<file path="config.mk">
export PLATFORM = sky130hd
export DESIGN_NAME = midi_channel_message_router
export DESIGN_NICKNAME = d
export VERILOG_FILES = /design/src/mcmr_pkg.sv /design/src/mcmr_cfg.sv /design/src/mcmr_front.sv /design/src/mcmr_job_fifo.sv /design/src/mcmr_back.sv /design/src/midi_channel_message_router.sv
export SDC_FILE = /design/constraint.sdc
export NUM_CORES = 1
export LEC_CHECK = 0
export BUFFER_PORTS_ARGS = -buffer_cell sky130_fd_sc_hd__buf_2
export CORE_ASPECT_RATIO = 1.2
export CORE_MARGIN = 1
export CORE_UTILIZATION = 40
export CTS_BUF_LIST = sky130_fd_sc_hd__clkbuf_8
export DETAILED_ROUTE_END_ITERATION = 8
export PLACE_DENSITY_LB_ADDON = 0.1
export SYNTH_ARGS = -nofsm -noshare
export SYNTH_HDL_FRONTEND = slang
export SYNTH_SLANG_ARGS = --single-unit
</file>
<file path="constraint.sdc">
create_clock -name clk_i -period 11.3 [get_ports clk_i]
set_input_delay 1.13 -clock clk_i [delete_from_list [all_inputs] [get_ports clk_i]]
set_output_delay 1.13 -clock clk_i [all_outputs]
set_load 0.01 [all_outputs]
</file>
<file path="src/mcmr_pkg.sv">
// ----------------------------------------------------------------------------
// MIDI channel message router package
// Shared types, register indexes, reset values and message codes.
// ----------------------------------------------------------------------------
`default_nettype none

package mcmr_pkg;

  localparam int NumChannels   = 16;
  localparam int RoutingW      = 51;
  localparam int CfgDataW      = 64;
  localparam int CfgAddrW      = 6;
  localparam int JobQueueDepth = 2;

  // Register indexes, at byte address 8 * index.
  localparam logic [2:0] RegRouting    = 3'd0;
  localparam logic [2:0] RegRemap      = 3'd1;
  localparam logic [2:0] RegAllowALow  = 3'd2;
  localparam logic [2:0] RegAllowAHigh = 3'd3;
  localparam logic [2:0] RegAllowBLow  = 3'd4;
  localparam logic [2:0] RegAllowBHigh = 3'd5;
  localparam logic [2:0] RegVolLow     = 3'd6;
  localparam logic [2:0] RegVolHigh    = 3'd7;

  localparam logic [RoutingW-1:0] RoutingReset = '0;
  localparam logic [63:0] RemapReset = 64'hFEDC_BA98_7654_3210;
  localparam logic [63:0] AllowReset = 64'hFFFF_FFFF_FFFF_FFFF;
  localparam logic [63:0] VolReset   = 64'h8080_8080_8080_8080;

  // Target engines.
  localparam logic [1:0] EngA = 2'd0;
  localparam logic [1:0] EngB = 2'd1;
  localparam logic [1:0] EngC = 2'd2;

  // Channel routing codes.
  localparam logic [1:0] RouteNone = 2'd0;
  localparam logic [1:0] RouteA    = 2'd1;
  localparam logic [1:0] RouteB    = 2'd2;

  // Message types (upper nibble of the status byte).
  localparam logic [3:0] MsgSystem     = 4'hF;
  localparam logic [3:0] MsgCtrlChange = 4'hB;
  localparam logic [3:0] MsgNoteOn     = 4'h9;
  localparam logic [3:0] MsgNoteOff    = 4'h8;

  localparam logic [6:0] CcVolume  = 7'd7;
  localparam logic [14:0] RoundHalf = 15'd64;

  typedef struct packed {
    logic [7:0] status_byte;
    logic [7:0] data_one;
    logic [7:0] data_two;
  } in_item_t;

  typedef struct packed {
    logic [1:0] target_engine;
    logic [7:0] out_status;
    logic [7:0] out_data_one;
    logic [7:0] out_data_two;
    logic       last_delivery;
  } out_item_t;

  typedef struct packed {
    logic [RoutingW-1:0] routing;
    logic [63:0]         remap;
    logic [63:0]         allow_a_lo;
    logic [63:0]         allow_a_hi;
    logic [63:0]         allow_b_lo;
    logic [63:0]         allow_b_hi;
    logic [63:0]         vol_lo;
    logic [63:0]         vol_hi;
  } cfg_t;

  // One classified message: one or two deliveries sharing the same bytes.
  typedef struct packed {
    logic [1:0] eng_first;
    logic [1:0] eng_second;
    logic       two;
    logic [7:0] status;
    logic [7:0] data_one;
    logic [7:0] data_two;
  } job_t;

endpackage

`default_nettype wire

</file>
<file path="src/mcmr_cfg.sv">
// ----------------------------------------------------------------------------
// Configuration registers
// APB-style register file holding routing, remap, allow masks and volumes.
// ----------------------------------------------------------------------------
`default_nettype none

module mcmr_cfg (
  input  wire logic                            clk_i,
  input  wire logic                            rst_ni,
  input  wire logic                            psel,
  input  wire logic                            penable,
  input  wire logic                            pwrite,
  input  wire logic [mcmr_pkg::CfgAddrW-1:0]   paddr,
  input  wire logic [mcmr_pkg::CfgDataW-1:0]   pwdata,
  output      logic [mcmr_pkg::CfgDataW-1:0]   prdata,
  output      logic                            pready,
  output      mcmr_pkg::cfg_t                  cfg_o
);

  mcmr_pkg::cfg_t cfg_q, cfg_d;
  logic [2:0]     reg_idx;
  logic           wr_en;

  assign pready  = 1'b1;
  assign reg_idx = paddr[mcmr_pkg::CfgAddrW-1:3];
  assign wr_en   = psel && penable && pwrite && pready;
  assign cfg_o   = cfg_q;

  always_comb begin
    cfg_d = cfg_q;
    if (wr_en) begin
      case (reg_idx)
        mcmr_pkg::RegRouting:    cfg_d.routing    = pwdata[mcmr_pkg::RoutingW-1:0];
        mcmr_pkg::RegRemap:      cfg_d.remap      = pwdata;
        mcmr_pkg::RegAllowALow:  cfg_d.allow_a_lo = pwdata;
        mcmr_pkg::RegAllowAHigh: cfg_d.allow_a_hi = pwdata;
        mcmr_pkg::RegAllowBLow:  cfg_d.allow_b_lo = pwdata;
        mcmr_pkg::RegAllowBHigh: cfg_d.allow_b_hi = pwdata;
        mcmr_pkg::RegVolLow:     cfg_d.vol_lo     = pwdata;
        mcmr_pkg::RegVolHigh:    cfg_d.vol_hi     = pwdata;
        default:                 cfg_d            = cfg_q;
      endcase
    end
  end

  always_comb begin
    case (reg_idx)
      mcmr_pkg::RegRouting:    prdata = {{(mcmr_pkg::CfgDataW - mcmr_pkg::RoutingW){1'b0}},
                                         cfg_q.routing};
      mcmr_pkg::RegRemap:      prdata = cfg_q.remap;
      mcmr_pkg::RegAllowALow:  prdata = cfg_q.allow_a_lo;
      mcmr_pkg::RegAllowAHigh: prdata = cfg_q.allow_a_hi;
      mcmr_pkg::RegAllowBLow:  prdata = cfg_q.allow_b_lo;
      mcmr_pkg::RegAllowBHigh: prdata = cfg_q.allow_b_hi;
      mcmr_pkg::RegVolLow:     prdata = cfg_q.vol_lo;
      mcmr_pkg::RegVolHigh:    prdata = cfg_q.vol_hi;
      default:                 prdata = '0;
    endcase
  end

  always_ff @(posedge clk_i or negedge rst_ni) begin
    if (!rst_ni) begin
      cfg_q.routing    <= mcmr_pkg::RoutingReset;
      cfg_q.remap      <= mcmr_pkg::RemapReset;
      cfg_q.allow_a_lo <= mcmr_pkg::AllowReset;
      cfg_q.allow_a_hi <= mcmr_pkg::AllowReset;
      cfg_q.allow_b_lo <= mcmr_pkg::AllowReset;
      cfg_q.allow_b_hi <= mcmr_pkg::AllowReset;
      cfg_q.vol_lo     <= mcmr_pkg::VolReset;
      cfg_q.vol_hi     <= mcmr_pkg::VolReset;
    end else begin
      cfg_q <= cfg_d;
    end
  end

endmodule

`default_nettype wire

</file>
<file path="src/mcmr_front.sv">
// ----------------------------------------------------------------------------
// Message classifier
// Decides which engines get a message and prepares the outgoing bytes.
// ----------------------------------------------------------------------------
`default_nettype none

module mcmr_front (
  input  wire mcmr_pkg::cfg_t     cfg_i,
  input  wire mcmr_pkg::in_item_t item_i,
  output      mcmr_pkg::job_t     job_o,
  output      logic               has_work_o
);

  logic [3:0]  ch;
  logic [3:0]  msg_type;
  logic [1:0]  code;
  logic        layered;
  logic [3:0]  present;
  logic [1:0]  own_eng;
  logic        own_present;
  logic [6:0]  cc;
  logic        allow_a;
  logic        allow_b;
  logic        own_allow;
  logic [63:0] vol_word;
  logic [7:0]  vol;
  logic [14:0] scaled;
  logic [7:0]  cc_data_two;
  logic [7:0]  remapped;
  logic [2:0]  cand_v;
  logic [1:0]  cand_e [3];
  logic [7:0]  status_out;
  logic [7:0]  data_two_out;
  logic [1:0]  eng_first;
  logic [1:0]  eng_second;
  logic        two;

  assign ch       = item_i.status_byte[3:0];
  assign msg_type = item_i.status_byte[7:4];
  assign code     = cfg_i.routing[{ch, 1'b0} +: 2];
  assign layered  = cfg_i.routing[32 + int'(ch)];
  // Bit 3 pads the lookup so that the unused engine code reads as absent.
  assign present  = {1'b0, cfg_i.routing[mcmr_pkg::RoutingW-1 -: 3]};
  assign own_eng  = code - 2'd1;
  assign own_present = present[own_eng];
  assign remapped = {msg_type, cfg_i.remap[{ch, 2'b00} +: 4]};

  assign cc      = item_i.data_one[6:0];
  assign allow_a = cc[6] ? cfg_i.allow_a_hi[cc[5:0]] : cfg_i.allow_a_lo[cc[5:0]];
  assign allow_b = cc[6] ? cfg_i.allow_b_hi[cc[5:0]] : cfg_i.allow_b_lo[cc[5:0]];
  assign own_allow = (own_eng == mcmr_pkg::EngA) ? allow_a : allow_b;

  // Volume is Q1.7; only values below unity scale, with round to nearest.
  assign vol_word = ch[3] ? cfg_i.vol_hi : cfg_i.vol_lo;
  assign vol      = vol_word[{ch[2:0], 3'b000} +: 8];
  assign scaled   = 15'(item_i.data_two[6:0]) * 15'(vol) + mcmr_pkg::RoundHalf;
  assign cc_data_two = (cc == mcmr_pkg::CcVolume && !vol[7]) ? scaled[14:7]
                                                             : item_i.data_two;

  always_comb begin
    cand_v       = '0;
    cand_e[0]    = mcmr_pkg::EngA;
    cand_e[1]    = mcmr_pkg::EngB;
    cand_e[2]    = mcmr_pkg::EngB;
    status_out   = remapped;
    data_two_out = item_i.data_two;
    if (msg_type == mcmr_pkg::MsgSystem) begin
      cand_v[0]  = present[0];
      cand_v[1]  = present[1];
      status_out = item_i.status_byte;
    end else if (msg_type == mcmr_pkg::MsgCtrlChange) begin
      // Own engine first, then the layered copies to A and B.
      cand_v[0] = (code == mcmr_pkg::RouteA || code == mcmr_pkg::RouteB) &&
                  own_present && own_allow;
      cand_e[0] = own_eng;
      cand_v[1] = layered && code != mcmr_pkg::RouteA && present[0] && allow_a;
      cand_e[1] = mcmr_pkg::EngA;
      cand_v[2] = layered && code != mcmr_pkg::RouteB && present[1] && allow_b;
      cand_e[2] = mcmr_pkg::EngB;
      data_two_out = cc_data_two;
    end else if (layered && (msg_type == mcmr_pkg::MsgNoteOn ||
                             msg_type == mcmr_pkg::MsgNoteOff)) begin
      cand_v[0] = present[0];
      cand_v[1] = present[1];
    end else begin
      cand_v[0] = (code != mcmr_pkg::RouteNone) && own_present;
      cand_e[0] = own_eng;
    end
  end

  // At most two candidates are ever valid; keep the first two in order.
  always_comb begin
    eng_first  = cand_e[0];
    eng_second = cand_e[1];
    two        = 1'b0;
    if (cand_v[0]) begin
      two        = cand_v[1] || cand_v[2];
      eng_second = cand_v[1] ? cand_e[1] : cand_e[2];
    end else if (cand_v[1]) begin
      eng_first  = cand_e[1];
      eng_second = cand_e[2];
      two        = cand_v[2];
    end else begin
      eng_first  = cand_e[2];
    end
  end

  assign job_o = '{eng_first:  eng_first,
                   eng_second: eng_second,
                   two:        two,
                   status:     status_out,
                   data_one:   item_i.data_one,
                   data_two:   data_two_out};

  assign has_work_o = |cand_v;

endmodule

`default_nettype wire

</file>
<file path="src/mcmr_job_fifo.sv">
// ----------------------------------------------------------------------------
// Job queue
// Short queue of classified messages between the classifier and the sender.
// ----------------------------------------------------------------------------
`default_nettype none

module mcmr_job_fifo #(
  parameter int Depth = mcmr_pkg::JobQueueDepth
) (
  input  wire logic           clk_i,
  input  wire logic           rst_ni,
  input  wire logic           push_i,
  input  wire mcmr_pkg::job_t data_i,
  output      logic           full_o,
  input  wire logic           pop_i,
  output      logic           valid_o,
  output      mcmr_pkg::job_t head_o
);

  localparam int PtrW = (Depth > 1) ? $clog2(Depth) : 1;
  localparam int CntW = $clog2(Depth + 1);
  localparam logic [PtrW-1:0] LastPtr = PtrW'(Depth - 1);
  localparam logic [CntW-1:0] FullCnt = CntW'(Depth);

  mcmr_pkg::job_t  entries_q [Depth];
  logic [PtrW-1:0] wr_ptr_q, wr_ptr_d;
  logic [PtrW-1:0] rd_ptr_q, rd_ptr_d;
  logic [CntW-1:0] count_q, count_d;
  logic            do_push;
  logic            do_pop;

  assign full_o  = (count_q == FullCnt);
  assign valid_o = (count_q != '0);
  assign head_o  = entries_q[rd_ptr_q];
  assign do_push = push_i && !full_o;
  assign do_pop  = pop_i && valid_o;

  always_comb begin
    wr_ptr_d = wr_ptr_q;
    rd_ptr_d = rd_ptr_q;
    count_d  = count_q;
    if (do_push) begin
      wr_ptr_d = (wr_ptr_q == LastPtr) ? '0 : wr_ptr_q + 1'b1;
    end
    if (do_pop) begin
      rd_ptr_d = (rd_ptr_q == LastPtr) ? '0 : rd_ptr_q + 1'b1;
    end
    if (do_push && !do_pop) begin
      count_d = count_q + 1'b1;
    end else if (do_pop && !do_push) begin
      count_d = count_q - 1'b1;
    end
  end

  always_ff @(posedge clk_i or negedge rst_ni) begin
    if (!rst_ni) begin
      wr_ptr_q <= '0;
      rd_ptr_q <= '0;
      count_q  <= '0;
    end else begin
      wr_ptr_q <= wr_ptr_d;
      rd_ptr_q <= rd_ptr_d;
      count_q  <= count_d;
    end
  end

  always_ff @(posedge clk_i) begin
    if (do_push) begin
      entries_q[wr_ptr_q] <= data_i;
    end
  end

endmodule

`default_nettype wire

</file>
<file path="src/mcmr_back.sv">
// ----------------------------------------------------------------------------
// Delivery sender
// Expands each queued message into its deliveries, one per cycle while the
// receiver pops, into the result register.
// ----------------------------------------------------------------------------
`default_nettype none

module mcmr_back (
  input  wire logic                clk_i,
  input  wire logic                rst_ni,
  input  wire logic                job_valid_i,
  input  wire mcmr_pkg::job_t      job_i,
  output      logic                job_pop_o,
  input  wire logic                pop,
  output      logic                out_valid_o,
  output      mcmr_pkg::out_item_t out_item_o
);

  logic                out_valid_q, out_valid_d;
  mcmr_pkg::out_item_t out_q, out_d;
  logic                second_q, second_d;
  logic                load;
  logic                last;

  // The result register can take a new delivery when empty or being drained.
  assign load = !out_valid_q || pop;
  assign last = second_q || !job_i.two;

  always_comb begin
    out_valid_d = out_valid_q;
    out_d       = out_q;
    second_d    = second_q;
    job_pop_o   = 1'b0;
    if (load && job_valid_i) begin
      out_valid_d         = 1'b1;
      out_d.target_engine = second_q ? job_i.eng_second : job_i.eng_first;
      out_d.out_status    = job_i.status;
      out_d.out_data_one  = job_i.data_one;
      out_d.out_data_two  = job_i.data_two;
      out_d.last_delivery = last;
      second_d            = !last;
      job_pop_o           = last;
    end else if (pop) begin
      out_valid_d = 1'b0;
    end
  end

  always_ff @(posedge clk_i or negedge rst_ni) begin
    if (!rst_ni) begin
      out_valid_q <= 1'b0;
      second_q    <= 1'b0;
    end else begin
      out_valid_q <= out_valid_d;
      second_q    <= second_d;
    end
  end

  always_ff @(posedge clk_i) begin
    out_q <= out_d;
  end

  assign out_valid_o = out_valid_q;
  assign out_item_o  = out_q;

endmodule

`default_nettype wire

</file>
<file path="src/midi_channel_message_router.sv">
// ----------------------------------------------------------------------------
// MIDI channel message router
// Routes three-byte MIDI short messages to up to two synthesis engines.
// ----------------------------------------------------------------------------
// Usage:
//   Messages enter through a queue-style port (push/full). Each causes zero
//   to two deliveries, which leave through a queue-style port (empty/pop),
//   oldest first; last_delivery marks the final delivery of a message.
//   A message that causes no delivery is absorbed in its accepting cycle.
//   The first delivery of a message passes through the job queue and then
//   the result register before it reaches the result ports.
//   Throughput: the sender moves one delivery per cycle while the receiver
//   pops; each delivery of a message is one move. The classifier takes a
//   message every cycle while the job queue has room.
//   When the receiver stalls, the result register holds its delivery, the
//   job queue fills, and full rises.
//   Reset empties the job queue and the result register and loads the
//   register defaults. The user writes configuration through the APB-style
//   port (8-byte stride) only while no message is in flight (not enforced).
// ----------------------------------------------------------------------------
`default_nettype none

module midi_channel_message_router #(
  parameter int JobQueueDepth = mcmr_pkg::JobQueueDepth
) (
  input  wire logic                          clk_i,
  input  wire logic                          rst_ni,
  input  wire logic                          push,
  output      logic                          full,
  input  wire mcmr_pkg::in_item_t            in_item_i,
  output      logic                          empty,
  input  wire logic                          pop,
  output      mcmr_pkg::out_item_t           out_item_o,
  input  wire logic                          psel,
  input  wire logic                          penable,
  input  wire logic                          pwrite,
  input  wire logic [mcmr_pkg::CfgAddrW-1:0] paddr,
  input  wire logic [mcmr_pkg::CfgDataW-1:0] pwdata,
  output      logic [mcmr_pkg::CfgDataW-1:0] prdata,
  output      logic                          pready
);

  mcmr_pkg::cfg_t cfg;
  mcmr_pkg::job_t new_job;
  mcmr_pkg::job_t head_job;
  logic           has_work;
  logic           job_valid;
  logic           job_pop;
  logic           out_valid;

  mcmr_cfg u_cfg (
    .clk_i   (clk_i),
    .rst_ni  (rst_ni),
    .psel    (psel),
    .penable (penable),
    .pwrite  (pwrite),
    .paddr   (paddr),
    .pwdata  (pwdata),
    .prdata  (prdata),
    .pready  (pready),
    .cfg_o   (cfg)
  );

  mcmr_front u_front (
    .cfg_i      (cfg),
    .item_i     (in_item_i),
    .job_o      (new_job),
    .has_work_o (has_work)
  );

  mcmr_job_fifo #(
    .Depth (JobQueueDepth)
  ) u_job_fifo (
    .clk_i   (clk_i),
    .rst_ni  (rst_ni),
    .push_i  (push && has_work),
    .data_i  (new_job),
    .full_o  (full),
    .pop_i   (job_pop),
    .valid_o (job_valid),
    .head_o  (head_job)
  );

  mcmr_back u_back (
    .clk_i       (clk_i),
    .rst_ni      (rst_ni),
    .job_valid_i (job_valid),
    .job_i       (head_job),
    .job_pop_o   (job_pop),
    .pop         (pop && !empty),
    .out_valid_o (out_valid),
    .out_item_o  (out_item_o)
  );

  assign empty = !out_valid;

endmodule

`default_nettype wire

</file>
; ---- Word level (Yosys, flattened, before mapping)
; Memories as Yosys holds them, arrays and structs flattened.
; Cells that the tools add are included.
[totals]
reg_bits = 532
ramBits = 58
input_bits = 101
output_inout_bits = 94
wordCells = 145
n_memories = 1
[mem_list]
columns = name, depth, width, rd, rd_clocked_by_memory_dff, write_ports, line_no
row1 = u_job_fifo.entries_q, 2, 29, 1, 0, 1, mcmr_job_fifo.sv:25  ; mcmr_pkg::job_t entries_q [Depth];
[classes]
n_addsub = 7
n_mul = 1
n_lt_le_gt_ge = 3
eq_ne = 17
shifts = 3
muxes = 48
n_reduce_logical = 47
[op_table]
columns = operator, count
row1 = case mux 64 bit (8 select lines), 1
row2 = 2-to-1 mux 64 bit, 1
row3 = indexed part select 64 x 7 -> 4 bit, 1
row4 = indexed part select 64 x 7 -> 8 bit, 1
row5 = indexed part select 51 x 6 -> 2 bit, 1
row6 = < comparator 32 x 8 -> 1 bit (second input constant), 1
row7 = binary-select mux 1 bit (select 6 bit), 5
row8 = 2-to-1 mux 8 bit, 3
row9 = 2-to-1 mux 1 bit, 23
row10 = 2-to-1 mux 2 bit, 11
row11 = logical AND 1 bit, 20
row12 = == test 4 bit (second input constant), 4
row13 = AND reduction 2 bit, 8
row14 = adder 15 x 7 -> 15 bit (second input constant), 1
row15 = multiplier 7 x 8 -> 15 bit, 1
row16 = == test 3 bit (second input constant), 4
row17 = nonzero test 2 bit, 4
row18 = adder 6 x 4 -> 7 bit (first input constant), 1
row19 = == test 7 x 3 -> 1 bit (second input constant), 1
row20 = zero test 1 bit, 7
row21 = < comparator 6 x 7 -> 1 bit (second input constant), 1
row22 = == test 3 x 2 -> 1 bit (second input constant), 2
row23 = 2-to-1 mux 6 bit, 1
row24 = logical OR 1 bit, 5
row25 = other kinds (15), 18

; ---- Logic depth before layout (Yosys ltp)
[depth]
depth_word = 16
mapped_depth = 24
ltp_nobuf = 21

; ---- Cells and area by module
; A second synthesis with hierarchy kept.
[hier_totals]
cells_unflattened = 2240
hier_area_um2 = 32421.1
[modules_own_cells]
columns = mod, n_inst, cells_per_inst, area_each_um2, seq_area_each_um2
row1 = mcmr_cfg, 1, 1564, 22995.8, 12867.3
row2 = mcmr_front, 1, 525, 6150.9, 0.0
row3 = mcmr_job_fifo, 1, 109, 2309.7, 1841.8
row4 = mcmr_back, 1, 39, 948.4, 860.8
row5 = midi_channel_message_router, 1, 3, 16.3, 0.0

; ---- Least setup slack after synthesis
; OpenSTA, ideal clock, no wires.
[synth_path]
kind = input to register
from = input port in_item_i[19] (netlist name)
to = memory u_job_fifo.entries_q[0][5] (netlist name) (data pin)
setup_time_ps = 257
arrival_time_ps = 6723
required_time_ps = 11043
slack_ps = 4320
stages = 22
n_path_buf = 5
cell_sequence = buf_6 > buf_4 > buf_4 > buf_2 > buf_2 > mux4_2 > mux4_2 > and2_1 > fa_1 > inv_1 > fa_1 > inv_1 > fa_1 > fa_1 > ha_1 > o21ai_0 > a21oi_1 > o211ai_1 > o21ai_0 > a21oi_1 > xor2_1 > o21ai_2
[synth_rtl]
columns = item, line_no
row1 = start: declaration, midi_channel_message_router.sv:30  ; input wire mcmr_pkg::in_item_t in_item_i,
row2 = end: declaration, mcmr_job_fifo.sv:25

==> impl_metrics.env <==
export IMPL_port_buffers=190
export IMPL_slew_headroom_pct=14.7
export IMPL_syn_area_per_cell_um2=13.3
export IMPL_setup_viol=0
export IMPL_place_ws_ns=3.53
export IMPL_syn_nets=2583
export IMPL_path_clk_slew_ns=0.06
export IMPL_status="complete, no violations"
export IMPL_finalPower_mw=6.92
export IMPL_crit_top_cell="fa_1"
export IMPL_use_met3_pct=4.94
export IMPL_wirelength_um=116000
export IMPL_clockPowerShare_pct=29.0
export IMPL_synth_edf_count=83
export IMPL_ctsHtreeMaxLevel=3
export IMPL_post_dp_hpwl_um=77600
export IMPL_ys_ff_latch=588
export IMPL_place_area_um2=34000
export IMPL_fp_row_count=113
export IMPL_insertion_delay_ns=0.77
export IMPL_io_pins=195
export IMPL_layout_min_cycle_time_ns=6.97
export IMPL_busiest_layer="met2"
export IMPL_finClkSkew_ns=0.0414
export IMPL_start_kind="input port"
export IMPL_yosysMostFrequentCell="mux2_2"
export IMPL_ys_top_cells_by_area="dfstp_2 (25%), mux2_2 (19%), dfrtp_1 (16%)"
export IMPL_fin_crit_sh_pct=61.6
export IMPL_grt_pass1_vias=23400
export IMPL_yosysSeqAreaShare_pct=48.5
export IMPL_leakage_nw=15.0
export IMPL_nFillCells=7268
export IMPL_route_detailed_drc=0
export IMPL_maxCapViolations=0
export IMPL_wl_per_cell_um=31.2
export IMPL_synth_xor_area_share_pct=0.356
export IMPL_cts_buffer_depth=3
export IMPL_crit_path_max_fanout=28
export IMPL_met2_usage_pct=46.8
export IMPL_ant_nets=0
export IMPL_synthSimpleGateAreaFrac_pct=5.78
export IMPL_powerDensity_nw_per_um2=192
export IMPL_synth_largest_area_cell="dfstp_2"
export IMPL_clkSinkCount=588
export IMPL_cts_tree="done"
export IMPL_synthesis_instances=2415
export IMPL_ys_async_sr_fraction_pct=85.9
export IMPL_initialDrtViolationCount=1753
export IMPL_rsz0062_at_grt="no"
export IMPL_p_int_mw=4.67
export IMPL_grt_overflow_total=0
export IMPL_finish_instance_area_um2=36100
export IMPL_grt_max_degree=157
export IMPL_synth_ff_type="dfstp_2"
export IMPL_first_pass_iters=6
export IMPL_cp_slowest_cell="mux4_2"
export IMPL_synth_compound_area_share_pct=6.89
export IMPL_via_per_inst=6.03
export IMPL_hold_class="in2async"
export IMPL_worstPathRequired_ns=11.78
export IMPL_place_inst=3525
export IMPL_cts_made_buffers=103
export IMPL_cts_setup_buffers=0
export IMPL_synthAdderAreaFrac_pct=3.30
export IMPL_core_um2=79200
export IMPL_final_nets=2763
export IMPL_area_growth_pct=12.8
export IMPL_stdcell_count=3726
export IMPL_die_area_um2=81200
export IMPL_place_gp_congestion=0.899
export IMPL_multi_input_area_um2=15600
export IMPL_cts_root_buffer_cell="clkbuf_8"
export IMPL_setup_slack_ns=4.33
export IMPL_max_stage_delay_ns=0.69
export IMPL_endpoint_kind="register"
export IMPL_fmax_mhz=144
export IMPL_pwr_share_comb_pct=26.1
export IMPL_die_width_um=260
export IMPL_initial_utilization_pct=40.4
export IMPL_yosys_warnings=0
export IMPL_layout_drive_gt1_share_pct=51.6
export IMPL_path_cells="buf_4, buf_4, mux4_2, mux4_2, and2_1, fa_1, fa_1, fa_1, inv_1, fa_1, inv_1, ha_1, nor2_1, nand2_1, o211ai_1, o21ai_0, a21oi_1, xor2_1, o21ai_2"
export IMPL_synth_top_area_share_pct=25.0
export IMPL_final_hold_viol_count=0
export IMPL_synthDistinctLibCells=76
export IMPL_grt_usage_pct=28.8
export IMPL_setup_tns_ns=0
export IMPL_seq_area_um2=15500
export IMPL_switching_share_pct=32.5
export IMPL_report_final_slew_viol_count=0
export IMPL_p_switching_mw=2.25
export IMPL_antenna_found_initial=6
export IMPL_die_y_um=312
export IMPL_tightest_slew_ns=1.28
export IMPL_p_seq_share_pct=44.9
export IMPL_ys_top_cells_by_count="mux2_2 (537), dfstp_2 (304), dfrtp_1 (201)"
export IMPL_grt_util_met1_pct=37.7
export IMPL_grt_pass1_wl_um=169000
export IMPL_synth_mux_area_fraction_pct=32.1
export IMPL_ir_drop_uv=87.1
export IMPL_synth_top_family_by_area="multiplexers"
export IMPL_ctsResizeCount=0
export IMPL_worstSetupPathType="in2reg"
export IMPL_syn_area_um2=32000
export IMPL_hold_buffers=0
export IMPL_arrival_ns=7.45
export IMPL_vias=22500
[path summary, 6_finish.rpt]
check                                           startpoint                                   end  slack, ns  depth (start not counted)
hold reg to reg            u_job_fifo.wr_ptr_q$_DFFE_PN0P_       u_job_fifo.wr_ptr_q$_DFFE_PN0P_       0.51                          1
min in group clk_i         u_job_fifo.wr_ptr_q$_DFFE_PN0P_       u_job_fifo.wr_ptr_q$_DFFE_PN0P_       0.51                          1
setup / recovery                             in_item_i[19]  u_job_fifo.entries_q[0][5]$_DFFE_PP_       4.33                         19
setup reg to reg               u_cfg.cfg_o[60]$_DFFE_PN0P_  u_job_fifo.entries_q[0][5]$_DFFE_PP_       5.55                         17
max in group asynchronous                           rst_ni          u_cfg.cfg_o[466]$_DFFE_PN0P_       8.61                          3
hold / removal                                      rst_ni          u_cfg.cfg_o[487]$_DFFE_PN0P_       0.37                          1
[stage by stage]
stage,hold slack (ns),utilization [%]
finish,0.370,45.6
CTS,0.354,45.6
floorplan,0.454,-
global placement,0.486,42.9
global route,0.410,45.6
detailed placement,0.492,42.9
[power by group through the flow]
stage	registers, mW	clock network, mW	logic (mW)
finish	3.11	2.01	1.80
global route	3.16	2.14	1.97
CTS	3.10	2.05	1.82
detailed placement	3.14	0	1.81
global placement	3.12	0	1.78
floorplan	2.98	0	1.22
[cells in the final DEF (no fill, tap or decap), types with 69 or more instances in the layout]
| cell | instances |
|---|---|
| nand2_1 | 129 |
| edfxtp_1 | 83 |
| buf_2 | 182 |
| mux2_2 | 537 |
| mux2i_1 | 107 |
| inv_1 | 102 |
| dfrtp_1 | 201 |
| a21oi_1 | 70 |
| nor2_1 | 138 |
| dfstp_2 | 304 |
| mux4_2 | 130 |
| o21ai_0 | 69 |
| clkbuf_8 | 129 |
[kinds of logic after synthesis]
logic type,count (synthesis)
buffers and inverters,227
AO/OA/AOI/OAI,327
adder cells (fa/ha/maj),67
flip-flops,588
AND/OR/NAND/NOR,409
XOR/XNOR,13
other,1
multiplexers,783
[area by class of cell]
cell class	count	share of cell area [%]
clock inverters	66	0.905
inverters	65	0.676
multi-input cells	1600	43.2
clock buffers	129	4.92
flip-flops and latches	588	43.0
well taps	1035	3.59
diodes	6	0.0416
repair buffers	237	3.74
[worst max-delay path: cells and delay by family]
family                   cells  cell delay (ns)
buffers and inverters        4             1.25
XOR/XNOR                     1             0.19
multiplexers                 2             1.33
AND/OR/NAND/NOR              3             0.44
adder cells (fa/ha/maj)      5             2.18
AO/OA/AOI/OAI                4             0.84
[routing by layer]
metal  part of all wire, %  wire length, um
met3                   6.1             7060
met2                    48            56100
met5                     0                0
met4                   4.3             4960
met1                    41            48000
[registers in the layout, summed over array words and instances, names as in the netlist]
name                  cells
u_back.out_item_o        27
u_back.out_valid_o        1
u_back.second_q           1
u_cfg.cfg_o             499
u_job_fifo.count_q        2
u_job_fifo.entries_q     56
u_job_fifo.rd_ptr_q       1
u_job_fifo.wr_ptr_q       1
Note: power is estimated with default switching activity, not from simulation.
